==> src/rtl/core/nuvs_pkg.sv <==
// Package for the nearest unit-vector search block.
// Holds shared widths, request codes, parameter defaults and control types.
// No dependencies.
package nuvs_pkg;

    localparam int MAX_CELLS_DEF = 1024;
    localparam int MAX_K_DEF     = 8;

    localparam int POS_W   = 16;
    localparam int QUERY_W = 24;
    localparam int SQ_W    = 32;
    localparam int DIST_W  = 34;

    localparam logic [1:0] REQ_LOAD    = 2'd0;
    localparam logic [1:0] REQ_NEAREST = 2'd1;
    localparam logic [1:0] REQ_KNN     = 2'd2;

    typedef struct packed {
        logic clr;
        logic ins;
        logic pop;
    } topk_ctrl_t;

endpackage

==> src/rtl/core/nuvs_topk.sv <==
// Sorted list of the closest candidates seen so far, one insertion per cycle.
// Depends on nuvs_pkg.
module nuvs_topk
    import nuvs_pkg::*;
#(
    parameter int MAX_K = MAX_K_DEF,
    parameter int IDX_W = 10
) (
    input  logic                         clk,
    input  logic                         rst_n,
    input  topk_ctrl_t                   ctrl,
    input  logic [$clog2(MAX_K+1)-1:0]   k,
    input  logic [IDX_W-1:0]             cand_idx,
    input  logic [DIST_W-1:0]            cand_dist,
    output logic [IDX_W-1:0]             head_idx
);

    localparam int KW = $clog2(MAX_K + 1);

    logic [KW-1:0]     used_reg, used_next;
    logic [DIST_W-1:0] dist_reg [MAX_K];
    logic [DIST_W-1:0] dist_next [MAX_K];
    logic [IDX_W-1:0]  idx_reg [MAX_K];
    logic [IDX_W-1:0]  idx_next [MAX_K];
    logic [MAX_K-1:0]  lt;
    logic [MAX_K:0]    lt_ext;

    always_comb
    begin
        for (int j = 0; j < MAX_K; j++)
        begin
            lt[j] = (KW'(j) < k) && ((KW'(j) >= used_reg) || (cand_dist < dist_reg[j]));
        end
    end

    assign lt_ext = {lt, 1'b0};

    always_comb
    begin
        used_next = used_reg;
        dist_next = dist_reg;
        idx_next = idx_reg;
        if (ctrl.clr)
        begin
            used_next = '0;
        end
        else if (ctrl.ins)
        begin
            for (int j = 0; j < MAX_K; j++)
            begin
                if (lt[j])
                begin
                    if (lt_ext[j])
                    begin
                        dist_next[j] = dist_reg[(j > 0) ? j - 1 : 0];
                        idx_next[j] = idx_reg[(j > 0) ? j - 1 : 0];
                    end
                    else
                    begin
                        dist_next[j] = cand_dist;
                        idx_next[j] = cand_idx;
                    end
                end
            end
            if (used_reg < k)
            begin
                used_next = used_reg + 1'b1;
            end
        end
        else if (ctrl.pop)
        begin
            for (int j = 0; j < MAX_K - 1; j++)
            begin
                dist_next[j] = dist_reg[j+1];
                idx_next[j] = idx_reg[j+1];
            end
        end
    end

    always_ff @(posedge clk or negedge rst_n)
    begin
        if (!rst_n)
        begin
            used_reg <= '0;
        end
        else
        begin
            used_reg <= used_next;
        end
    end

    always_ff @(posedge clk)
    begin
        dist_reg <= dist_next;
        idx_reg <= idx_next;
    end

    assign head_idx = idx_reg[0];

endmodule

==> config.mk <==
export PLATFORM = sky130hd
export DESIGN_NAME = nuvs_topk
export DESIGN_NICKNAME = d
export VERILOG_FILES = /design/src/rtl/core/nuvs_pkg.sv /design/src/rtl/core/nuvs_topk.sv
export SDC_FILE = /design/constraint.sdc
export NUM_CORES = 1
export LEC_CHECK = 0
export BUFFER_PORTS_ARGS = -buffer_cell sky130_fd_sc_hd__buf_2
export CORE_ASPECT_RATIO = 1.75
export CORE_MARGIN = 2
export CORE_UTILIZATION = 45
export CTS_CLUSTER_DIAMETER = 100
export DETAILED_ROUTE_END_ITERATION = 12
export GPL_TIMING_DRIVEN = 0
export SLEW_MARGIN = 15
export SYNTH_ARGS = -nofsm -noshare
export SYNTH_HDL_FRONTEND = slang
export SYNTH_SLANG_ARGS = --single-unit
==> constraint.sdc <==
create_clock -name clk -period 10.3 [get_ports clk]
set_clock_uncertainty 0.1 [all_clocks]
set_input_delay 0.515 -clock clk [delete_from_list [all_inputs] [get_ports clk]]
set_output_delay 0.515 -clock clk [all_outputs]
set_load 0.02 [all_outputs]
Word-level counts from Yosys, hierarchy flattened. Cells that the tools add are included.

Register bits after elaboration: 356. Word-level logic and storage cells: 114. Bits of input ports: 53.

Order comparisons: 25. Muxes and demuxes: 35. Reductions and logical operators: 28. Equal/unequal tests: 7. $add $sub $neg: 1. Bitwise gates (word level): 1.

Operators with widths (count): 238-bit 2-to-1 mux (2); 34-bit 2-to-1 mux (14); 34-bit less-than comparator (8); 10-bit 2-to-1 mux (14); 70-bit 2-to-1 mux (2); 3-bit AND reduction (8); 3-bit by 4-bit greater-or-equal comparator with 1-bit output, first input constant (4); 3-bit by 4-bit less-than comparator with 1-bit output, first input constant (4); 2-bit by 1-bit != test with 1-bit output, second input constant (7); 4-bit 2-to-1 mux (3); 1-bit by 4-bit greater-or-equal comparator with 1-bit output, first input constant (2); 2-bit by 4-bit greater-or-equal comparator with 1-bit output, first input constant (2); 1-bit logical AND (8); 1-bit logical OR (8); 1-bit by 4-bit less-than comparator with 1-bit output, first input constant (2); 2-bit by 4-bit less-than comparator with 1-bit output, first input constant (2); 2-bit nonzero test (3); 4-bit by 1-bit adder with 4-bit output, second input constant (1); 4-bit less-than comparator (1); 2-bit AND reduction (1); 1-bit NOT (1).

Logic depth before layout (Yosys ltp). Gate-level depths: netlist of the first run.

Depth after elaboration: 6. Mapped depth: 11.

Least setup slack after synthesis of the first run. OpenSTA, ideal clock, no wires.

Path type: input -> register. Start: input cand_dist[7]. End: register dist_reg[0] (netlist name), enable pin. Cell stages on the path: 8. Path slack: 0.694 ns. Setup time: 0.683 ns. Arrival: 8.823 ns. Required time: 9.517 ns. Path through: ha_1 a21o_1 a21o_1 a221o_1 a31o_2 a31oi_1 o21ai_0 a2111oi_0.

Word-level cells in the longest chain between the ends: 4.

Ends and longest elaborated chain: start: declaration (RTL line nuvs_topk.sv:14) `input logic [DIST_W-1:0] cand_dist,`; 34-bit less-than comparator (RTL line nuvs_topk.sv:32) `lt[j] = (KW'(j) < k) && ((KW'(j) >= used_reg) || (cand_dist < dist_reg[j]));`; 1-bit logical OR (RTL line nuvs_topk.sv:32); 1-bit logical AND (RTL line nuvs_topk.sv:32); 3-bit AND reduction (no source line); end signal: assignment (RTL line nuvs_topk.sv:94) `dist_reg <= dist_next;`; end: declaration (RTL line nuvs_topk.sv:21) `logic [DIST_W-1:0] dist_reg [MAX_K];`.

No other way between the ends. A chain may end at the register's enable or synchronous reset.

Worst setup path after layout of the first run.
Start: register dist_reg[19] (netlist name). End: register dist_reg[21] (netlist name), enable pin.

Word-level cells in the longest chain between the ends: 4.

Ends and longest elaborated chain (RTL line): 34-bit less-than comparator (nuvs_topk.sv:32); 1-bit logical OR (nuvs_topk.sv:32); 1-bit logical AND (nuvs_topk.sv:32); 3-bit AND reduction (no source line).

No other way between the ends.

==> flow_summary_export.csv, run 1 <==
group,metric,value,unit
clocking,cts_buffer_depth,3,
critical_path,worstSetupStartpointType,"flip-flop",
clocking,post_cts_buffers,0,
detailed_routing,routed_via_density,6.44,
clocking,path_clk_slew,0.07,ns
detailed_routing,vias,20755,
synthesis,ys_ff_latch,356,
placement,dpl_worst_slack,4.15,ns
sta,slew_headroom,8.76,%
floorplan,io_pins,63,
sta,min_period,5.79,ns
clocking,hold_buffers,1,
floorplan,core.rowCount,111,
grt,grt_max_degree,22,
critical_path,worstSetupPathType,"flip-flop to flip-flop",
floorplan,fp.dieH,309,um
pwr,ir_drop,0.138,mV
sta,hold_viol,0,
clocking,tritoncts,"built",
critical_path,crit_required,10.45,ns
sta,finalCritPeriodShare,56.2,%
final_layout,finalNonFillerCells,3224,
floorplan,dieArea,55100,sq um
placement,gp_congestion,0.974,
clocking,cts-buffers-inserted,38,
sta,rsz0062_at_grt,"no",
synthesis,seq_area_frac_synth,44.6,%
final_layout,final_nets,2838,
synthesis,netlist_area,23900,sq um
final_layout,final_layout_size_suffix_gt1_share,10.8,%
grt,grt_pass1_wl,131,mm
hold_path,holdCritPathClass,"primary input to flip-flop",
floorplan,core,52500,sq um
clocking,cts-resized-gates,0,
sta,final_max_slew_viol_count,0,
floorplan,initial_core_util,45.6,%
sta,max_freq,173,MHz
sta,setup_violations,0,
critical_path,cpMaxStageDelayCell,"a221oi_1",
floorplan,die_w,178,um
detailed_routing,ant_nets,0,
critical_path,end_kind,"flip-flop",
detailed_routing,routedWlPerCell,27.5,um
final_layout,design_area,26900,sq um
synthesis,synth_edf_count,352,
detailed_routing,first_iter_violations,1886,
grt,grt_pass1_vias,21554,
clocking,clock_latency,0.57,ns
grt,track_usage,32.2,%
job,maxCapViolations,0,
clocking,h-tree-depth,2,
placement,placed_area,25600,sq um
synthesis,synth_fp_nets,2708,
clocking,root_buffer,"clkbuf_16",
pwr,powerDensity,154,nW/um^2
clocking,clock-sinks,356,
critical_path,arrival,5.94,ns
synthesis,yosys_warnings,0,
critical_path,cp_cell_sequence,"inv_1 -> ha_1 -> a21oi_1 -> o21ai_0 -> a221oi_1 -> nand3_1 -> a31oi_1 -> o21ai_0 -> a2111oi_2 -> buf_4 -> buf_2 -> buf_2 -> buf_2",
placement,portBuffers,62,
sta,worstMarginPinSlew,1.37,ns
pwr,p_leak,0.0110,uW
synthesis,avgSynthCellArea,10.0,sq um
critical_path,cp_max_fo,7,
synthesis,synth-main-ff-cell,"edfxtp_1",
grt,overflow,0,
critical_path,crit_path_frequent_cell,"buf_2",
placement,place_inst,3152,
final_layout,final_core_utilization,51.2,%
synthesis,syn_inst,2385,
synthesis,ys_types,67,
detailed_routing,drc_errors,0,
detailed_routing,wirelength,88.7,mm
final_layout,layout_common_cells,"352 x edfxtp_1, 331 x inv_1, 270 x ha_1",
detailed_routing,dr.pass1.iters,6,
grt,antenna_found_initial,2,
final_layout,final_common_cell,"edfxtp_1",
final_layout,area_growth,12.4,%
sta,setup_ws,4.51,ns
final_layout,largest_reg_flops,272,
outcome,outcome,"finished, final reports clean",
placement,hpwlAfterDp,68.4,mm
synthesis,async_reset_ff_share,1.12,%
pwr,total_power,4140,uW
critical_path,cpPeakStageDelay,1.06,ns
[cells by family (layout without fill, tap and decap cells)]
logic type / count (synthesis) / count (layout) / share of synthesized area, %
other: 0 / 2 / 0
muxes: 55 / 55 / 2.53
AOI/OAI and AO/OA: 713 / 713 / 20.2
DFF: 356 / 356 / 44.6
adders and majority gates: 270 / 270 / 14.1
and+or+nand+nor: 498 / 498 / 9.99
buffers and inverters: 490 / 649 / 8.41
xor gates and xnor gates: 3 / 3 / 0.110
[path summary, 6_finish.rpt]
path                                             start                      end  slack (ns)  depth (start not counted)
worst max-delay path            dist_reg[19]$_DFFE_PP_   dist_reg[21]$_DFFE_PP_        4.51                         13
worst min-delay path                           ctrl[2]  used_reg[3]$_DFFE_PN0P_        0.13                          2
worst max register to register  dist_reg[19]$_DFFE_PP_   dist_reg[21]$_DFFE_PP_        4.51                         13
worst min register to register  dist_reg[65]$_DFFE_PP_   dist_reg[31]$_DFFE_PP_        0.46                          1
max in group asynchronous                        rst_n  used_reg[2]$_DFFE_PN0P_        9.75                          2
min in group asynchronous                        rst_n  used_reg[0]$_DFFE_PN0P_        0.22                          2
[report_power, final]
group	internal [uW]	switching (uW)	leakage [uW]	total, uW
combinational	289	567	0.00699	856
clock	857	645	0.000620	1500
sequential	1730	52.8	0.00338	1790
[cells in the mapped netlist (3+ instances only)]
master      n  area share [%]
nor2_1     71             1.1
o21a_1      8            0.25
ha_1      270              14
a22oi_1    70             2.2
a211oi_1   17            0.53
buf_4      16            0.50
nor3_1     11            0.23
o221ai_2   10            0.63
inv_1     331             5.2
clkbuf_1   94             1.5
nand4_1    48             1.3
buf_2      25            0.52
nor4_1      7            0.18
a211oi_2    3            0.16
nor2b_1     3           0.078
nand2_1   148             2.3
a221oi_1    4            0.15
o221ai_1  167             6.1
buf_6      10            0.47
dfrtp_1     4            0.42
edfxtp_1  352              44
mux2_2     41             1.9
o211ai_1    3           0.094
mux2i_1    11            0.46
a21o_1     15            0.47
a21oi_1   138             2.9
nand2b_1    9            0.24
o21ai_0   170             3.6
buf_1       9            0.14
nor4_2      3            0.16
clkbuf_2    4           0.084
and4_1      6            0.22
mux2_1      3            0.14
a31oi_1    84             2.2
nand3_1   179             3.7
[per-stage QoR]
step	TNS, ns	hold slack [ns]
global route	0	0.113
global placement	-422.92	0.222
floorplan	0	0.119
finish	0	0.131
detailed placement	0	0.225
CTS	0	0.0975
[cell type report]
class,instances,area [sq um]
Antenna cell,2,5.00
Buffer,158,764
Clock buffer,44,973
Clock inverter,25,313
Fill cell,4877,25600
Inverter,332,1250
Multi-Input combinational cell,1539,11300
Sequential cell,356,10700
Tap cell,678,848
Timing Repair Buffer,90,738
[metal layers]
metal  part of all wire, %  vias to the layer above  global-route usage, %  wire length (um)
li1                      -                     9334                      -                 -
met1                    36                    10100                   36.2             31600
met2                    49                      997                   54.8             43200
met3                   6.5                      324                   4.08              5760
met4                   9.2                        0                   25.4              8160
met5                     0                        -                      0                 0
[worst max-delay path, delay by kind of cell, from the launching register on]
kind            cells  cell delay (ns)
simple gates        1             0.15
buf+inv             5             1.10
fa+ha+maj           1             0.25
flops               1             0.36
compound gates      6             3.51
Power figures use the tool's default switching activity.
==> run 2: changes to the inputs <==
Clock period 10.3 ns to 6.1 ns, I/O delays scaled along.
==> run 2 against run 1 <==
  * Sequential power grew 69%
  * First-iteration DRC count grew 2.0%
  * Count of clock-buffer cells in the layout up 6
  * Die area did not move
  * Core utilization increased by 0.22 points
  * Final cell count barely moved
  * Critical path depth fell by 1
  * Non-clock buffer count up 3
  * Cell area is 0.42% higher
  * Combinational power up 69%
  * Clock power is 74% higher
==> flow_summary_export.csv, run 2 (same netlist as run 1, synthesis figures left out) <==
group,metric,value,unit
outcome,outcome,"finished, final reports clean",
final_layout,final_common_cell,"edfxtp_1",
grt,track_usage,32.7,%
grt,overflow,0,
sta,max_freq,181,MHz
clocking,root_buffer,"clkbuf_16",
pwr,ir_drop,0.229,mV
critical_path,crit_path_frequent_cell,"a211oi_1",
critical_path,critPathLaunch,"dist_reg[151]$_DFFE_PP_",
floorplan,die_w,178,um
floorplan,dieArea,55100,sq um
clocking,cts_buffer_depth,3,
critical_path,worstSetupPathType,"flip-flop to flip-flop",
final_layout,final_layout_size_suffix_gt1_share,10.7,%
clocking,h-tree-depth,2,
grt,grt_pass1_wl,133,mm
grt,grt_pass1_vias,21608,
job,maxCapViolations,0,
hold_path,holdCritPathClass,"primary input to flip-flop",
hold_path,whs_path_depth,2,
placement,place_inst,3146,
critical_path,cpPeakStageDelay,1.04,ns
sta,finalCritPeriodShare,90.5,%
pwr,total_power,7070,uW
detailed_routing,ant_nets,0,
grt,grt_max_degree,24,
sta,slew_headroom,13.4,%
floorplan,core.rowCount,111,
detailed_routing,routedWlPerCell,27.7,um
critical_path,cp_cell_sequence,"inv_1 -> ha_1 -> a211oi_1 -> o221ai_1 -> a211oi_1 -> nor2_1 -> a211oi_2 -> buf_2 -> a21oi_1 -> nor2_4 -> buf_12 -> buf_16",
final_layout,diodes,0,
final_layout,largest_reg_flops,272,
critical_path,reg2reg_from,"dist_reg[151]$_DFFE_PP_",
floorplan,core,52500,sq um
clocking,post_cts_buffers,0,
clocking,hold_buffers,10,
sta,hold_viol,0,
critical_path,crit_cells,12,
detailed_routing,routed_via_density,6.42,
sta,setup_violations,0,
detailed_routing,drc_errors,0,
critical_path,reg2reg_depth,12,
final_layout,final_nets,2841,
final_layout,area_growth,12.9,%
grt,antenna_found_initial,1,
clocking,tritoncts,"built",
critical_path,crit_buf_inv,4,
placement,hpwlAfterDp,69.2,mm
detailed_routing,first_iter_violations,1924,
clocking,cts-buffers-inserted,38,
placement,gp_congestion,0.943,
critical_path,crit_family,"compound AO/OA/AOI/OAI gates",
pwr,p_leak,0.0110,uW
critical_path,worstSetupStartpointType,"flip-flop",
detailed_routing,wirelength,89.3,mm
critical_path,cpMaxStageDelayCell,"a211oi_2",
sta,setup_ws,0.581,ns
critical_path,end_kind,"flip-flop",
critical_path,crit_required,6.26,ns
final_layout,finalNonFillerCells,3226,
detailed_routing,vias,20695,
sta,final_max_slew_viol_count,0,
pwr,powerDensity,262,nW/um^2
sta,rsz0062_at_grt,"no",
final_layout,final_core_utilization,51.4,%
clocking,cts-resized-gates,0,
floorplan,fp.dieH,309,um
final_layout,fill_cells,4900,
floorplan,io_pins,63,
final_layout,layout_common_cells,"352 x edfxtp_1, 331 x inv_1, 270 x ha_1",
detailed_routing,dr.pass1.iters,6,
hold_path,hold_path_startpoint,"cand_idx[0]",
clocking,clock-sinks,356,
sta,min_period,5.52,ns
final_layout,design_area,27000,sq um
placement,placed_area,25600,sq um
critical_path,cp_max_fo,21,
floorplan,initial_core_util,45.6,%
placement,portBuffers,62,
sta,worstMarginPinSlew,1.30,ns
critical_path,arrival,5.67,ns
clocking,path_clk_slew,0.07,ns
placement,dpl_worst_slack,0.563,ns
clocking,clock_latency,0.57,ns
==> run 2: worst paths after layout <==
kind / slack [ns] / endpoint
setup / recovery: 0.58 / dist_reg[154]$_DFFE_PP_
hold / removal: 0.02 / idx_reg[0]$_DFFE_PP_
setup reg to reg: 0.58 / dist_reg[154]$_DFFE_PP_
hold reg to reg: 0.47 / dist_reg[32]$_DFFE_PP_
max in group asynchronous: 5.71 / used_reg[3]$_DFFE_PN0P_
min in group asynchronous: 0.06 / used_reg[1]$_DFFE_PN0P_
==> run 2: area by class of cell <==
cell class / instances / area (sq um) / area share, %
buffer: 158 / 764 / 2.83
clock buffer: 50 / 1060 / 3.93
clock inverter: 20 / 280 / 1.04
inverter: 332 / 1250 / 4.62
multi-input combinational: 1539 / 11300 / 42.0
sequential: 356 / 10700 / 39.5
tap: 678 / 848 / 3.14
timing repair buffer: 93 / 791 / 2.93
==> run 2: layer usage <==
metal  GRT usage (%)  wire, um  vias up
li1                -         -     9337
met1            37.1     32900    10143
met2            54.6     42700      879
met3            4.12      4970      334
met4            26.9      8680        2
met5               0         9        -
==> run 2: per-stage QoR <==
stage / TNS (ns) / hold slack, ns
global placement: -634.89 / 0.0117
CTS: 0 / 0.00144
floorplan: 0 / -0.0906
detailed placement: 0 / 0.0196
finish: 0 / 0.0185
global route: 0 / 0.0178
==> run 2: power by group <==
part / switching (uW) / total (uW) / internal, uW
Combinational: 958 / 1450 / 488
Clock: 1080 / 2610 / 1530
Sequential: 90.6 / 3020 / 2930
Total: 2130 / 7070 / 4940
==> run 3: changes to the inputs <==
--- a/config.mk
+++ b/config.mk
@@ -12,5 +12,6 @@
 export CTS_CLUSTER_DIAMETER = 100
 export DETAILED_ROUTE_END_ITERATION = 12
-export GPL_TIMING_DRIVEN = 0
+export GPL_TIMING_DRIVEN = 1
+export MAX_ROUTING_LAYER = met4
 export SLEW_MARGIN = 15
 export SYNTH_ARGS = -nofsm -noshare
==> constraint.sdc (replaced) <==
create_clock -name clk -period 6.1 [get_ports clk]
set_clock_uncertainty 0.1 [all_clocks]
set_input_delay 0 -clock clk [delete_from_list [all_inputs] [get_ports clk]]
set_output_delay 0 -clock clk [all_outputs]
set_load 0.02 [all_outputs]
==> run 3 against run 2 <==
  * Sequential power barely moved
  * Combinational power shrank 9.7%
  * Flip-flop and latch count stayed put
  * Highest routed layer is now met4
==> flow_summary_export.csv, run 3 (same netlist as run 1, synthesis figures left out) <==
group,metric,value,unit
outcome,outcome,"finished, final reports clean",
sta,finalCritPeriodShare,73.0,%
grt,antenna_found_initial,1,
sta,final_max_slew_viol_count,0,
final_layout,fill_cells,4878,
hold_path,whs_path_depth,7,
floorplan,core,52500,sq um
final_layout,area_growth,10.2,%
hold_path,holdCritPathClass,"primary input to flip-flop",
final_layout,layout_common_cells,"352 x edfxtp_1, 331 x inv_1, 270 x ha_1",
critical_path,rr_endpoint,"dist_reg[38]$_DFFE_PP_",
sta,worstMarginPinSlew,1.21,ns
clocking,root_buffer,"clkbuf_16",
grt,grt_max_degree,191,
clocking,post_cts_buffers,0,
pwr,p_leak,0.0107,uW
critical_path,worstSetupPathType,"flip-flop to flip-flop",
sta,setup_violations,0,
pwr,combPwrFrac,19.5,%
sta,final.setup.tns,0,ns
hold_path,hold_path_startpoint,"k[0]",
grt,overflow,0,
critical_path,crit_path_frequent_cell,"buf_4",
detailed_routing,vias,19588,
grt,grt_pass1_vias,20093,
pwr,pwr-share-seq,45.2,%
critical_path,cp_cell_sequence,"inv_1 -> ha_1 -> nand2_1 -> o21ai_0 -> a211oi_2 -> nor4b_2 -> a211oi_4 -> buf_4 -> a21oi_1 -> nor2_4 -> buf_4",
clocking,clock_latency,0.55,ns
critical_path,crit_required,6.20,ns
clocking,tritoncts,"built",
clocking,cts_buffer_depth,3,
hold_path,hold_end,"used_reg[0]$_DFFE_PN0P_",
final_layout,multi_input_area,11400,sq um
critical_path,cpMaxStageDelayCell,"a211oi_2",
detailed_routing,dr.pass1.iters,6,
critical_path,worstSetupStartpointType,"flip-flop",
critical_path,r2r_setup_slack,1.65,ns
final_layout,seq_area,10700,sq um
grt,track_usage,28.1,%
floorplan,fp.dieH,309,um
critical_path,reg2reg_depth,11,
clocking,cts-buffers-inserted,38,
floorplan,dieArea,55100,sq um
detailed_routing,drc_errors,0,
detailed_routing,ant_nets,0,
final_layout,largest_reg_flops,272,
final_layout,final_common_cell,"edfxtp_1",
placement,hpwlAfterDp,50.6,mm
floorplan,die_w,178,um
pwr,powerDensity,254,nW/um^2
clocking,h-tree-depth,2,
critical_path,cp_max_fo,28,
critical_path,reg2reg_from,"dist_reg[50]$_DFFE_PP_",
job,maxCapViolations,0,
sta,hold_ws,0.144,ns
detailed_routing,routed_via_density,6.30,
detailed_routing,wirelength,74.7,mm
final_layout,final_nets,2726,
pwr,power.internal,4710,uW
pwr,power_frac_clock,35.3,%
detailed_routing,first_iter_violations,1538,
clocking,clock-sinks,356,
critical_path,arrival,4.56,ns
clocking,cts-resized-gates,0,
critical_path,end_kind,"flip-flop",
placement,portBuffers,62,
critical_path,crit_family,"compound AO/OA/AOI/OAI gates",
sta,min_period,4.45,ns
critical_path,crit_buf_inv,3,
sta,rsz0062_at_grt,"no",
detailed_routing,routedWlPerCell,24.0,um
sta,hold_viol,0,
pwr,switching_share,29.5,%
floorplan,initial_core_util,45.6,%
final_layout,final_layout_size_suffix_gt1_share,9.05,%
grt,grt_pass1_wl,115,mm
floorplan,io_pins,63,
placement,gp_congestion,0.909,
sta,slew_headroom,18.8,%
critical_path,cpPeakStageDelay,0.75,ns
pwr,ir_drop,0.235,mV
sta,max_freq,224,MHz
pwr,p_switching,1970,uW
floorplan,core.rowCount,111,
clocking,path_clk_slew,0.07,ns
## run 3: how the worst max path moves through the flow
stage / cells after the start / end / startpoint
global route: 11 / dist_reg[39]$_DFFE_PP_ / dist_reg[50]$_DFFE_PP_
finish: 11 / dist_reg[38]$_DFFE_PP_ / dist_reg[50]$_DFFE_PP_
floorplan: 9 / dist_reg[0]$_DFFE_PP_ / dist_reg[7]$_DFFE_PP_
detailed placement: 11 / dist_reg[46]$_DFFE_PP_ / dist_reg[50]$_DFFE_PP_
CTS: 11 / dist_reg[53]$_DFFE_PP_ / dist_reg[50]$_DFFE_PP_
global placement: 11 / dist_reg[46]$_DFFE_PP_ / dist_reg[50]$_DFFE_PP_
## run 3: area by class of cell
type / count / share of cell area (%)
Clock buffer: 45 / 3.79
Multi-Input combinational cell: 1539 / 43.2
Antenna cell: 1 / 0.00949
Tap cell: 678 / 3.22
Timing Repair Buffer: 136 / 3.83
Clock inverter: 22 / 0.778
Sequential cell: 356 / 40.5
Inverter: 332 / 4.74
## run 3: metal layers
layer  global-route usage, %  vias to the layer above  part of all wire, %
met3                    3.02                      178                  5.2
met4                    13.3                        0                  5.3
li1                        -                     9079                    -
met1                    32.2                     9620                   38
met5                       -                        -                    0
met2                    48.9                      711                   51
## run 3: timing repair
| item | 4_1_cts | 5_1_grt |
|---|---|---|
| endpoints found under the setup margin | 0 | 0 |
| hold buffers | 48 | 0 |
| hold endpoints to repair | 227 | 0 |
## run 3: per-stage QoR
stage	std cells	utilization (%)	power [uW]	area (sq um)	worst slack [ns]
3_3_place_gp	2993	47.0	4300	24700	1.10
6_report	3109	50.2	6690	26400	1.65
5_1_grt	3109	50.2	6970	26400	1.56
4_1_cts	3108	50.2	6720	26400	1.62
3_5_place_dp	2993	47.0	4340	24700	1.64
2_1_floorplan	2385	-	3900	23900	0.958
## run 3: tightest hold or removal path, stage by stage
cell and delay (ns):
buf_2 0.15, nand2b_1 0.08, a21o_1 0.10, a21o_1 0.10, a211oi_1 0.13, xnor2_1 0.16
nor2_1 0.04
## run 3: power groups by stage
stage | Clock [uW] | Combinational (uW) | Sequential, uW
2_1_floorplan | 0 | 856 | 3040
3_3_place_gp | 0 | 1240 | 3070
3_5_place_dp | 0 | 1270 | 3070
4_1_cts | 2400 | 1300 | 3020
5_1_grt | 2480 | 1450 | 3040
6_report | 2360 | 1310 | 3020
